## src/hw/rtl/dcb_pkg.sv

```systemverilog
// ============================================================================
// dcb_pkg: shared types and constants of the de Casteljau evaluator
//
// Command codes, configuration register indexes, field widths and the state
// type of the evaluation sequencer.
// ============================================================================
package dcb_pkg;

    // Request kinds carried on the input channel's tuser.
    localparam logic CMD_LOAD = 1'b0;
    localparam logic CMD_EVAL = 1'b1;

    // Configuration register indexes.
    localparam int CFG_IDX_W = 1;
    localparam logic [CFG_IDX_W-1:0] CFG_POINT_COUNT = 1'b0;
    localparam logic [CFG_IDX_W-1:0] CFG_EMIT_INTER  = 1'b1;
    localparam int CFG_DATA_W = 4;

    // Register reset values.
    localparam logic [3:0] POINT_COUNT_RST = 4'd5;
    localparam logic       EMIT_INTER_RST  = 1'b0;

    // Field widths.
    localparam int COORD_W  = 16;   // control point coordinate, integer units
    localparam int FIX_W    = 24;   // Q16.8 point coordinate
    localparam int PARAM_W  = 17;   // t in Q1.16
    localparam int SLOT_W   = 3;    // point_index
    localparam int LEVEL_W  = 3;    // reduction level on the output
    localparam int FRAC_SH  = 16;   // fraction bits of t
    localparam int DIFF_W   = FIX_W + 1;
    localparam int PROD_W   = DIFF_W + PARAM_W + 1;

    // Parameter value of exactly one.
    localparam logic [PARAM_W-1:0] T_ONE = 17'h10000;

    // Packed channel widths.
    localparam int S_TDATA_W = 56;  // 52 bits of fields, padded to bytes
    localparam int M_TDATA_W = 48;

    // Evaluation sequencer states.
    typedef enum logic [1:0] {
        ST_IDLE,
        ST_RUN,
        ST_DRAIN
    } dcb_state_t;

endpackage

```

## src/hw/rtl/de_casteljau_bezier_eval_unit.sv

```systemverilog
// ============================================================================
// de_casteljau_bezier_eval_unit: 2D Bezier curve evaluator
//
// Reduces up to MAX_POINTS control points by repeated linear interpolation
// out of a control point RAM and a working point RAM.
// ============================================================================
// Usage:
//   The input channel (s_*) takes two kinds of request, selected by s_tuser.
//   A load writes one control point into its slot and gives no result. An
//   evaluate reduces the first point_count points at parameter t and gives
//   either the curve point alone or every intermediate point in order, the
//   last of them flagged by m_tlast. The config channel (cfg_*) writes
//   point_count (index 0) and emit_intermediates (index 1); the user must
//   write them only while idle, as the block itself does not enforce it.
//   An evaluate over n points streams one interpolation per cycle out of
//   the working RAM while m_tready does not stall it; the registered RAM
//   read sets the pace. The block takes the next request once the
//   evaluation has left its pipeline, even while the final result still
//   waits in the output register. A load leaves the block ready.
//   Reset empties the pipeline, marks all control points as zero and sets
//   point_count to 5 and emit_intermediates to 0. While the receiver holds
//   m_tready low with a result pending, the whole interpolation pipeline and
//   the RAM read ports stop and resume without loss.
// ============================================================================
module de_casteljau_bezier_eval_unit
    import dcb_pkg::*;
#(
    parameter int MAX_POINTS = 8
) (
    input  logic                  aclk,
    input  logic                  aresetn,
    // Input requests.
    input  logic                  s_tvalid,
    output logic                  s_tready,
    // point_index[2:0], point_x[18:3], point_y[34:19], curve_param[51:35]
    input  logic [S_TDATA_W-1:0]  s_tdata,
    // command[0]
    input  logic                  s_tuser,
    // Results.
    output logic                  m_tvalid,
    input  logic                  m_tready,
    // curve_x[23:0], curve_y[47:24]
    output logic [M_TDATA_W-1:0]  m_tdata,
    // level[2:0]
    output logic [LEVEL_W-1:0]    m_tuser,
    output logic                  m_tlast,
    // Configuration writes.
    input  logic                  cfg_valid,
    output logic                  cfg_ready,
    input  logic [CFG_IDX_W-1:0]  cfg_index,
    input  logic [CFG_DATA_W-1:0] cfg_data
);

    localparam int IDX_W = $clog2(MAX_POINTS);
    localparam int CNT_W = $clog2(MAX_POINTS + 1);

    // Input field unpacking.
    logic [SLOT_W-1:0]  in_slot;
    logic [COORD_W-1:0] in_x;
    logic [COORD_W-1:0] in_y;
    logic [PARAM_W-1:0] in_param;

    assign in_slot  = s_tdata[2:0];
    assign in_x     = s_tdata[18:3];
    assign in_y     = s_tdata[34:19];
    assign in_param = s_tdata[51:35];

    // Control and configuration registers.
    dcb_state_t        state_reg, state_next;
    logic [3:0]        point_count_reg;
    logic              emit_reg;
    logic [CNT_W-1:0]  n_reg, n_next;
    logic [PARAM_W-1:0] t_reg, t_next;
    logic              single_reg, single_next;
    logic [IDX_W-1:0]  lvl_reg, lvl_next;
    logic [IDX_W-1:0]  idx_reg, idx_next;
    logic [MAX_POINTS-1:0] ctrl_vld_reg;

    // Read stage tags, aligned with the RAM read data.
    logic              rv_reg;
    logic              rfirst_reg;
    logic              rsrc_reg;
    logic              rpass_reg;
    logic              rlast_reg;
    logic              remit_reg;
    logic              rvld_reg;
    logic [IDX_W-1:0]  rlvl_reg;
    logic [IDX_W-1:0]  ridx_reg;
    logic              fwd_reg;
    logic [2*FIX_W-1:0] fwd_data_reg;

    // Interpolation stage.
    logic signed [FIX_W-1:0]  a_x_reg, a_y_reg;
    logic                     dv_reg;
    logic                     wlast_reg, wemit_reg;
    logic [IDX_W-1:0]         wlvl_reg, widx_reg;
    logic signed [FIX_W-1:0]  ahold_x_reg, ahold_y_reg;
    logic signed [PROD_W-1:0] prod_x_reg, prod_y_reg;

    // Output register.
    logic                    m_valid_reg;
    logic [FIX_W-1:0]        m_x_reg, m_y_reg;
    logic [LEVEL_W-1:0]      m_lvl_reg;
    logic                    m_last_reg;

    // Handshakes and pipeline advance.
    logic s_acc, is_eval, is_load, adv, out_load;
    logic issue;
    logic [CNT_W-1:0] len;
    logic last_level;

    assign s_tready  = (state_reg == ST_IDLE);
    assign cfg_ready = 1'b1;
    assign s_acc     = s_tvalid && s_tready;
    assign is_eval   = s_acc && (s_tuser == CMD_EVAL);
    assign is_load   = s_acc && (s_tuser == CMD_LOAD);
    assign adv       = !(m_valid_reg && !m_tready);

    // RAM ports.
    logic                   ctrl_we;
    logic [2*COORD_W-1:0]   ctrl_rdata;
    logic                   work_we;
    logic [2*FIX_W-1:0]     work_wdata, work_rdata;

    assign ctrl_we = is_load && (int'(in_slot) < MAX_POINTS);

    dcb_ram #(
        .WIDTH (2 * COORD_W),
        .DEPTH (MAX_POINTS)
    ) u_ctrl_ram (
        .aclk  (aclk),
        .we    (ctrl_we),
        .waddr (in_slot[IDX_W-1:0]),
        .wdata ({in_y, in_x}),
        .re    (adv),
        .raddr (idx_reg),
        .rdata (ctrl_rdata)
    );

    dcb_ram #(
        .WIDTH (2 * FIX_W),
        .DEPTH (MAX_POINTS)
    ) u_work_ram (
        .aclk  (aclk),
        .we    (work_we),
        .waddr (widx_reg),
        .wdata (work_wdata),
        .re    (adv),
        .raddr (idx_reg),
        .rdata (work_rdata)
    );

    // Configuration registers and control point valid bits.
    always_ff @(posedge aclk) begin
        if (!aresetn) begin
            point_count_reg <= POINT_COUNT_RST;
            emit_reg        <= EMIT_INTER_RST;
            ctrl_vld_reg    <= '0;
        end else begin
            if (cfg_valid && cfg_ready) begin
                case (cfg_index)
                    CFG_POINT_COUNT: point_count_reg <= cfg_data;
                    CFG_EMIT_INTER:  emit_reg        <= cfg_data[0];
                    default:         ;
                endcase
            end
            if (ctrl_we) begin
                ctrl_vld_reg[in_slot[IDX_W-1:0]] <= 1'b1;
            end
        end
    end

    // Sequencer: walks levels and read indexes, one read per advancing cycle.
    assign len        = n_reg - CNT_W'(lvl_reg);
    assign last_level = (CNT_W'(lvl_reg) == n_reg - CNT_W'(1));

    always_comb begin
        state_next  = state_reg;
        lvl_next    = lvl_reg;
        idx_next    = idx_reg;
        n_next      = n_reg;
        t_next      = t_reg;
        single_next = single_reg;
        issue       = 1'b0;
        case (state_reg)
            ST_IDLE: begin
                if (is_eval) begin
                    state_next = ST_RUN;
                    lvl_next   = IDX_W'(1);
                    idx_next   = '0;
                    t_next     = (in_param > T_ONE) ? T_ONE : in_param;
                    if (point_count_reg <= 4'd1) begin
                        n_next = CNT_W'(1);
                    end else if (int'(point_count_reg) > MAX_POINTS) begin
                        n_next = CNT_W'(MAX_POINTS);
                    end else begin
                        n_next = CNT_W'(point_count_reg);
                    end
                    single_next = (point_count_reg <= 4'd1);
                end
            end
            ST_RUN: begin
                if (adv) begin
                    issue = 1'b1;
                    if (single_reg) begin
                        state_next = ST_DRAIN;
                    end else if (CNT_W'(idx_reg) == len) begin
                        if (last_level) begin
                            state_next = ST_DRAIN;
                        end else begin
                            lvl_next = lvl_reg + IDX_W'(1);
                            idx_next = '0;
                        end
                    end else begin
                        idx_next = idx_reg + IDX_W'(1);
                    end
                end
            end
            ST_DRAIN: begin
                if (!rv_reg && !dv_reg) begin
                    state_next = ST_IDLE;
                end
            end
            default: state_next = ST_IDLE;
        endcase
    end

    always_ff @(posedge aclk) begin
        if (!aresetn) begin
            state_reg <= ST_IDLE;
        end else begin
            state_reg <= state_next;
        end
    end

    always_ff @(posedge aclk) begin
        lvl_reg    <= lvl_next;
        idx_reg    <= idx_next;
        n_reg      <= n_next;
        t_reg      <= t_next;
        single_reg <= single_next;
    end

    // Read stage: tags travel with the request into the RAM read register.
    always_ff @(posedge aclk) begin
        if (!aresetn) begin
            rv_reg <= 1'b0;
        end else if (adv) begin
            rv_reg <= issue;
        end
    end

    // A short level ends while the next one already reads its first points,
    // so a working point written at the same edge as its read is forwarded.
    always_ff @(posedge aclk) begin
        if (!aresetn) begin
            fwd_reg <= 1'b0;
        end else if (adv) begin
            fwd_reg <= work_we && (widx_reg == idx_reg);
        end
    end

    always_ff @(posedge aclk) begin
        if (adv) begin
            rfirst_reg   <= (idx_reg == '0) && !single_reg;
            rsrc_reg     <= (lvl_reg == IDX_W'(1));
            rpass_reg    <= single_reg;
            rlast_reg    <= single_reg || last_level;
            remit_reg    <= single_reg || last_level || emit_reg;
            rvld_reg     <= ctrl_vld_reg[idx_reg];
            rlvl_reg     <= single_reg ? '0 : lvl_reg;
            ridx_reg     <= idx_reg;
            fwd_data_reg <= work_wdata;
        end
    end

    // Interpolation stage: B - A times t, one multiplier per coordinate.
    logic signed [FIX_W-1:0]    b_x, b_y;
    logic signed [DIFF_W-1:0]   diff_x, diff_y;
    logic signed [PARAM_W:0]    t_s;
    logic signed [PROD_W-1:0]   mul_x, mul_y;

    always_comb begin
        if (rsrc_reg) begin
            // A control point that was never loaded reads as zero.
            b_x = rvld_reg ? {ctrl_rdata[COORD_W-1:0], 8'h00} : '0;
            b_y = rvld_reg ? {ctrl_rdata[2*COORD_W-1:COORD_W], 8'h00} : '0;
        end else if (fwd_reg) begin
            b_x = fwd_data_reg[FIX_W-1:0];
            b_y = fwd_data_reg[2*FIX_W-1:FIX_W];
        end else begin
            b_x = work_rdata[FIX_W-1:0];
            b_y = work_rdata[2*FIX_W-1:FIX_W];
        end
    end

    assign diff_x = DIFF_W'(b_x) - DIFF_W'(a_x_reg);
    assign diff_y = DIFF_W'(b_y) - DIFF_W'(a_y_reg);
    assign t_s    = $signed({1'b0, t_reg});
    assign mul_x  = diff_x * t_s;
    assign mul_y  = diff_y * t_s;

    always_ff @(posedge aclk) begin
        if (!aresetn) begin
            dv_reg <= 1'b0;
        end else if (adv) begin
            dv_reg <= rv_reg && !rfirst_reg;
        end
    end

    always_ff @(posedge aclk) begin
        if (adv && rv_reg) begin
            a_x_reg     <= b_x;
            a_y_reg     <= b_y;
            ahold_x_reg <= rpass_reg ? b_x : a_x_reg;
            ahold_y_reg <= rpass_reg ? b_y : a_y_reg;
            prod_x_reg  <= rpass_reg ? '0 : mul_x;
            prod_y_reg  <= rpass_reg ? '0 : mul_y;
            wlast_reg   <= rlast_reg;
            wemit_reg   <= remit_reg;
            wlvl_reg    <= rlvl_reg;
            widx_reg    <= rpass_reg ? '0 : ridx_reg - IDX_W'(1);
        end
    end

    // Write-back stage: floor shift of the product plus A, modulo 24 bits,
    // since the result always lies between A and B.
    logic [FIX_W-1:0] res_x, res_y;

    assign res_x      = ahold_x_reg + prod_x_reg[FRAC_SH+FIX_W-1:FRAC_SH];
    assign res_y      = ahold_y_reg + prod_y_reg[FRAC_SH+FIX_W-1:FRAC_SH];
    assign work_we    = dv_reg && adv;
    assign work_wdata = {res_y, res_x};
    assign out_load   = dv_reg && wemit_reg && adv;

    // Output register.
    always_ff @(posedge aclk) begin
        if (!aresetn) begin
            m_valid_reg <= 1'b0;
        end else if (out_load) begin
            m_valid_reg <= 1'b1;
        end else if (m_tready) begin
            m_valid_reg <= 1'b0;
        end
    end

    always_ff @(posedge aclk) begin
        if (out_load) begin
            m_x_reg    <= res_x;
            m_y_reg    <= res_y;
            m_lvl_reg  <= LEVEL_W'(wlvl_reg);
            m_last_reg <= wlast_reg;
        end
    end

    assign m_tvalid = m_valid_reg;
    assign m_tdata  = {m_y_reg, m_x_reg};
    assign m_tuser  = m_lvl_reg;
    assign m_tlast  = m_last_reg;

endmodule

```

## src/hw/rtl/dcb_ram.sv

```systemverilog
// ============================================================================
// dcb_ram: generic single-port-write, single-port-read RAM
//
// One write and one read per cycle; the read data is registered and held
// while the read enable is low.
// ============================================================================
module dcb_ram #(
    parameter int WIDTH = 32,
    parameter int DEPTH = 8
) (
    input  logic                     aclk,
    input  logic                     we,
    input  logic [$clog2(DEPTH)-1:0] waddr,
    input  logic [WIDTH-1:0]         wdata,
    input  logic                     re,
    input  logic [$clog2(DEPTH)-1:0] raddr,
    output logic [WIDTH-1:0]         rdata
);

    logic [WIDTH-1:0] mem [DEPTH];
    logic [WIDTH-1:0] rdata_reg;

    // Write port.
    always_ff @(posedge aclk) begin
        if (we) begin
            mem[waddr] <= wdata;
        end
    end

    // Registered read port.
    always_ff @(posedge aclk) begin
        if (re) begin
            rdata_reg <= mem[raddr];
        end
    end

    assign rdata = rdata_reg;

endmodule

```

## config.mk

```make
export PLATFORM = sky130hd
export DESIGN_NAME = de_casteljau_bezier_eval_unit
export DESIGN_NICKNAME = d
export VERILOG_FILES = /design/src/hw/rtl/dcb_pkg.sv /design/src/hw/rtl/de_casteljau_bezier_eval_unit.sv /design/src/hw/rtl/dcb_ram.sv
export SDC_FILE = /design/constraint.sdc
export NUM_CORES = 2
export LEC_CHECK = 0
export BUFFER_PORTS_ARGS = -buffer_cell sky130_fd_sc_hd__clkbuf_2
export CAP_MARGIN = 10
export CORE_ASPECT_RATIO = 0.5
export CORE_MARGIN = 2
export CORE_UTILIZATION = 61
export DETAILED_ROUTE_END_ITERATION = 8
export PLACE_DENSITY = 0.78
export SETUP_SLACK_MARGIN = 0.4
export SLEW_MARGIN = 10
export SYNTH_ARGS = -nofsm -noshare
export SYNTH_HDL_FRONTEND = slang
export SYNTH_SLANG_ARGS = --single-unit
```

## constraint.sdc

```tcl
create_clock -name aclk -period 13.35 [get_ports aclk]
set_input_delay 1.335 -clock aclk [delete_from_list [all_inputs] [get_ports aclk]]
set_output_delay 1.335 -clock aclk [all_outputs]
set_load 0.005 [all_outputs]
```

Word level (Yosys, flattened, before mapping)
Memory sizes are Yosys's and may differ from the RTL's. A register that Yosys moved wholly into a read port is not among the register bits.
Cells that the tools add are included.
{"block": "word_totals", "reg_bits": 343, "latch_bits": 0, "ram_bits": 640, "romBits": 0, "input_bits": 67, "out_inout_bits": 55, "elab_cells": 147, "mem_count": 2}
{"memory": "u_work_ram.mem", "words": 8, "width": 48, "read_ports": 1, "rd_ports_with_merged_regs": 1, "wr": 1, "line_no": "dcb_ram.sv:20", "source": "logic [WIDTH-1:0] mem [DEPTH];"}
{"memory": "u_ctrl_ram.mem", "words": 8, "width": 32, "read_ports": 1, "rd_ports_with_merged_regs": 1, "wr": 1, "line_no": "dcb_ram.sv:20"}
{"block": "classes", "n_addsub": 9, "mul": 2, "n_div": 0, "n_lt_le_gt_ge": 6, "n_eq_ne": 15, "n_shift": 0, "n_mux": 39, "bitwise_logic": 3, "n_reduce_logical": 34}
{"operator": "24-bit two-way mux", "n": 8}
{"operator": "25-bit by 18-bit multiplier with 40-bit output", "n": 2}
{"operator": "24-bit by 24-bit subtractor with 25-bit output", "n": 2}
{"operator": "24-bit adder", "n": 2}
{"operator": "3-bit two-way mux", "n": 10}
{"operator": "17-bit greater-than comparator, second input constant", "n": 1}
{"operator": "1-bit logical AND", "n": 13}
{"operator": "2-bit two-way mux", "n": 6}
{"operator": "3-bit one-hot mux with 2 select lines", "n": 2}
{"operator": "2-bit != test, second input constant", "n": 5}
{"operator": "5-bit AND reduction", "n": 2}
{"operator": "1-bit two-way mux", "n": 9}
{"operator": "3-bit != test, second input constant", "n": 3}
{"operator": "3-bit by 4-bit equality test with 1-bit output", "n": 2}
{"operator": "1-bit logical NOT", "n": 8}
{"operator": "3-bit by 4-bit < comparator with 1-bit output, second input constant", "n": 2}
{"operator": "8-bit OR", "n": 1}
{"operator": "3-bit by 1-bit adder with 3-bit output, second input constant", "n": 2}
{"operator": "2-bit one-hot mux with 3 select lines", "n": 1}
{"operator": "2-bit AND reduction", "n": 3}
{"operator": "6-bit AND reduction", "n": 1}
{"operator": "4-bit greater-than comparator, second input constant", "n": 1}
{"operator": "4-bit by 1-bit less-or-equal comparator with 1-bit output, second input constant", "n": 1}
{"operator": "4-bit two-way mux", "n": 1}
{"operator": "17 further kinds", "n": 20}

Logic depth before layout (Yosys ltp)
{"block": "logic_depth", "ltp_word": 7, "mapped_depth": 40, "mapped_depth_nobuf": 38}

Modules after synthesis
A second synthesis with hierarchy kept.
{"block": "unflattened", "cells_unflattened": 5547, "area_unflattened_um2": 70940.5}
{"module": "de_casteljau_bezier_eval_unit", "n_inst": 1, "cells_each": 4516, "area_each_um2": 44053.5, "seq_area_each_um2": 9148.8}
{"module": "dcb_ram (u_work_ram)", "n_inst": 1, "cells_each": 616, "area_each_um2": 16100.4, "seq_area_each_um2": 12972.4}
{"module": "dcb_ram (u_ctrl_ram)", "n_inst": 1, "cells_each": 415, "area_each_um2": 10786.6, "seq_area_each_um2": 8648.3}

Worst setup path after synthesis
Ideal clock, no wire load.
{"block": "synth_path", "path_kind": "reg2reg", "startpoint": "register fwd_reg", "endpoint": "register prod_x_reg[39], data pin", "setup_ns": 0.140, "arrival_time_ns": 9.484, "required_ns": 13.210, "setup_slack_ns": 3.726, "stages_incl_launch_ff": 37, "n_path_buf": 4, "synth_period_minus_slack_ns": 9.624, "path_cell_list": "dfxtp_1 > clkbuf_1 > buf_1 > buf_1 > mux2i_1 > nor2_1 > ha_1 > nor2b_1 > o31ai_1 > a211oi_1 > nor3_2 > a21oi_1 > a221o_1 > nand2b_1 > nand3_1 > o21ai_1 > clkbuf_1 > nand2_1 > fa_1 > fa_1 > inv_1 > fa_1 > fa_1 > fa_1 > inv_1 > fa_1 > inv_1 > ha_1 > and4_1 > nand4_1 > nor4b_1 > nor2_1 > a21oi_1 > nand4_1 > nand4b_1 > xnor3_1 > nor2_1"}
{"block": "synth_between", "elab_chain_cells": 4}
{"item": "start, declared", "line_no": "de_casteljau_bezier_eval_unit.sv:89", "source": "logic fwd_reg;"}
{"item": "start signal, assigned", "line_no": "de_casteljau_bezier_eval_unit.sv:259", "source": "fwd_reg <= work_we && (widx_reg == idx_reg);"}
{"item": "24-bit two-way mux", "line_no": "de_casteljau_bezier_eval_unit.sv:288", "source": "end else if (fwd_reg) begin"}
{"item": "24-bit two-way mux", "line_no": "de_casteljau_bezier_eval_unit.sv:284", "source": "if (rsrc_reg) begin"}
{"item": "via b_x[2]", "line_no": "de_casteljau_bezier_eval_unit.sv:278", "source": "logic signed [FIX_W-1:0] b_x, b_y;"}
{"item": "24-bit by 24-bit subtractor with 25-bit output", "line_no": "de_casteljau_bezier_eval_unit.sv:297", "source": "assign diff_x = DIFF_W'(b_x) - DIFF_W'(a_x_reg);"}
{"item": "25-bit by 18-bit multiplier with 40-bit output", "line_no": "de_casteljau_bezier_eval_unit.sv:300", "source": "assign mul_x = diff_x * t_s;"}
{"item": "end signal, assigned", "line_no": "de_casteljau_bezier_eval_unit.sv:317", "source": "prod_x_reg <= rpass_reg ? '0 : mul_x;"}
{"item": "end, declared", "line_no": "de_casteljau_bezier_eval_unit.sv:98", "source": "logic signed [PROD_W-1:0] prod_x_reg, prod_y_reg;"}
The timed path passes the listed nets, and every way through them passes these cells.
A chain may end at the register's enable or synchronous reset.

Final worst setup path
Ends and elaborated chain as after synthesis.

==> impl_metrics.tcl <==
set metrics [dict create \
    grtUsageTotal 0.282 \
    top_register "u_work_ram.mem" \
    worst-path-max-fanout 21 \
    min_path_type "flop to flop" \
    placed_area_um2 73400 \
    fin_cells 7249 \
    synthCells 5568 \
    netlist_top_cells_count "1021 x inv_1, 1012 x edfxtp_1, 793 x fa_1" \
    ys.flop_type "edfxtp_1" \
    fin_crit_sh 0.841 \
    critical_path_arrival_ns 11.76 \
    grt_pass1_vias 45900 \
    hold_viol 0 \
    hold_buffers 0 \
    drc 0 \
    start_kind "flop" \
    syn_area_per_cell_um2 12.7 \
    slowest_delay_ns 0.82 \
    rsz0062_at_grt "false" \
    ant_nets 0 \
    largest_reg_flops 384 \
    num_rows 88 \
    outcome "finished, final reports clean" \
    area_delta_synth_final_pct 7.66 \
    clock_sinks 1031 \
    synth.most_common_cell "inv_1" \
    synth.area.mux_share 0.0721 \
    nets 6806 \
    crit_slowest_cell "fa_1" \
    async_flop_share 0 \
    cp.required_ns 13.88 \
    endpoint_kind "flop" \
    post_cts_resized 0 \
    grt-ovfl-total 0 \
    dp_slack_ns 2.20 \
    synth_top_cell_area_share 0.429 \
    synthesis.area_um2 70800 \
    synthTopCellsByArea "edfxtp_1 43%, fa_1 22%, inv_1 5.4%" \
    clk_pin_slew_ns 0.07 \
    via_per_inst 5.94 \
    yosys_warnings 0 \
    ios 122 \
    wire_per_inst_um 22.4 \
    worstSkewPairLatency_ns 0.72 \
    yosys.area_share.xor_xnor 0.0217 \
    seqCellArea_um2 30800 \
    r2r_start "fwd_reg" \
    synth_seq_cells 1031 \
    drt-total-wl_um 162000 \
    cts_buffers 87 \
    portBuffers 116 \
    placedCellCount 7092 \
    start_util 0.615 \
    ys_types 81 \
    period_needed_ns 11.23 \
    cp_common_cell "fa_1" \
    worst_pin_slew_ns 1.31 \
    grt_max_degree 94 \
    slew_headroom 0.119 \
    grt_first_pass_wirelength_um 257000 \
    gp_congestion 0.909 \
    drv_slew 0 \
    die_height_um 245 \
    cts_tree "built" \
    dpl.hpwl_um 108000 \
    ys_seq_area_frac 0.435 \
    h-tree-depth 3 \
    drive_above_1_share 0.111 \
    die_area_um2 119000 \
    final_area_um2 76200 \
    multi_input_area_um2 35600 \
    top_regs "u_work_ram.mem: 384 flops, u_ctrl_ram.mem: 256 flops" \
    startpoint "fwd_reg" \
    synth_top_family_by_area "adder cells" \
    num-fill-cells 7949 \
    die_w_um 486 \
    worst_slack_ns 2.12 \
    clk_path_buf_depth 3 \
    synth_compound_area_frac 0.0368 \
    synth_fa_ha_area_frac 0.276 \
    num_vias 43100 \
    critical_path_buf_inv_count 6 \
    maxCapViolCount 0 \
    fin_skew_ns 0.0618 \
    synth_nets 6722 \
    synth_area_leader_cell "edfxtp_1" \
    first_iter_violations 4963 \
    finalSetupViolCount 0 \
    yosys.area_share.simple 0.0922 \
    min_from "rlvl_reg[1]" \
    cts_setup_buffers 0 \
    root_buffer "clkbuf_16" \
    critPathKind "flop to flop" \
    fp.coreArea_um2 115000 \
    cp_top_family "adder cells" \
    fin_tns_setup_ns 0 \
    drt_first_pass_iters 6 \
    synth_edf_count 1012 \
    antenna_found_initial 7 \
    timing.fmax_ghz 0.0891 \
]
-- layer usage --
metal  wire length (um)  track usage
met3              16600       0.0564
met4               3620       0.0680
met2              76500        0.445
met1              65700        0.409
met5                 11            0
-- through the flow --
step / utilization / hold slack, ns
floorplan: - / 0.400
global placement: 0.637 / 0.401
detailed placement: 0.637 / 0.405
CTS: 0.662 / 0.420
global route: 0.662 / 0.428
finish: 0.662 / 0.419
-- worst paths after layout --
check	slack, ns	end	cells after the start
setup / recovery	2.12	prod_x_reg[39]	36
hold / removal	0.42	wlvl_reg[1]	0
setup reg to reg	2.12	prod_x_reg[39]	36
hold reg to reg	0.42	wlvl_reg[1]	0
-- cells in the final DEF, fill, tap and decap left out, types with 12 or more instances in the layout --
cell type and instances:
edfxtp_1 1012, mux4_2 162, nand2_1 572, clkinv_1 15
inv_1 1021, a21oi_1 100, clkinv_2 12, mux2_2 83
fa_1 793, a21o_1 38, dfxtp_1 18, clkbuf_1 17
o21a_1 33, o21ai_0 124, o21bai_1 16, xor2_1 39
and2_1 355, nor2_1 138, nand3_1 22, nor2b_1 91
mux2i_1 52, buf_4 99, xnor2_1 115, clkbuf_2 116
nor2_4 12, nor3_1 28, nand2b_1 39, ha_1 294
clkbuf_16 87, nand4_1 12
-- cell type report --
class,instances,share of cell area
antenna,3,0.0000985
clock buffer,104,0.0294
clock inverter,49,0.00691
inverter,1022,0.0504
multi-input combinational,3294,0.467
sequential,1031,0.404
tap,1530,0.0251
timing repair buffer,216,0.0176
-- logic make-up (layout without fill, tap and decap cells) --
group,after synthesis,after routing
other,1,4
buffers and inverters,1243,1391
AOI/OAI and AO/OA,409,409
adders and majority gates,1087,1087
muxes,297,297
DFF,1031,1031
xor gates and xnor gates,172,172
and+or+nand+nor,1328,1328
Power is not shown: default switching activity piles up to over one toggle a cycle in this logic, so the estimate is an artifact.
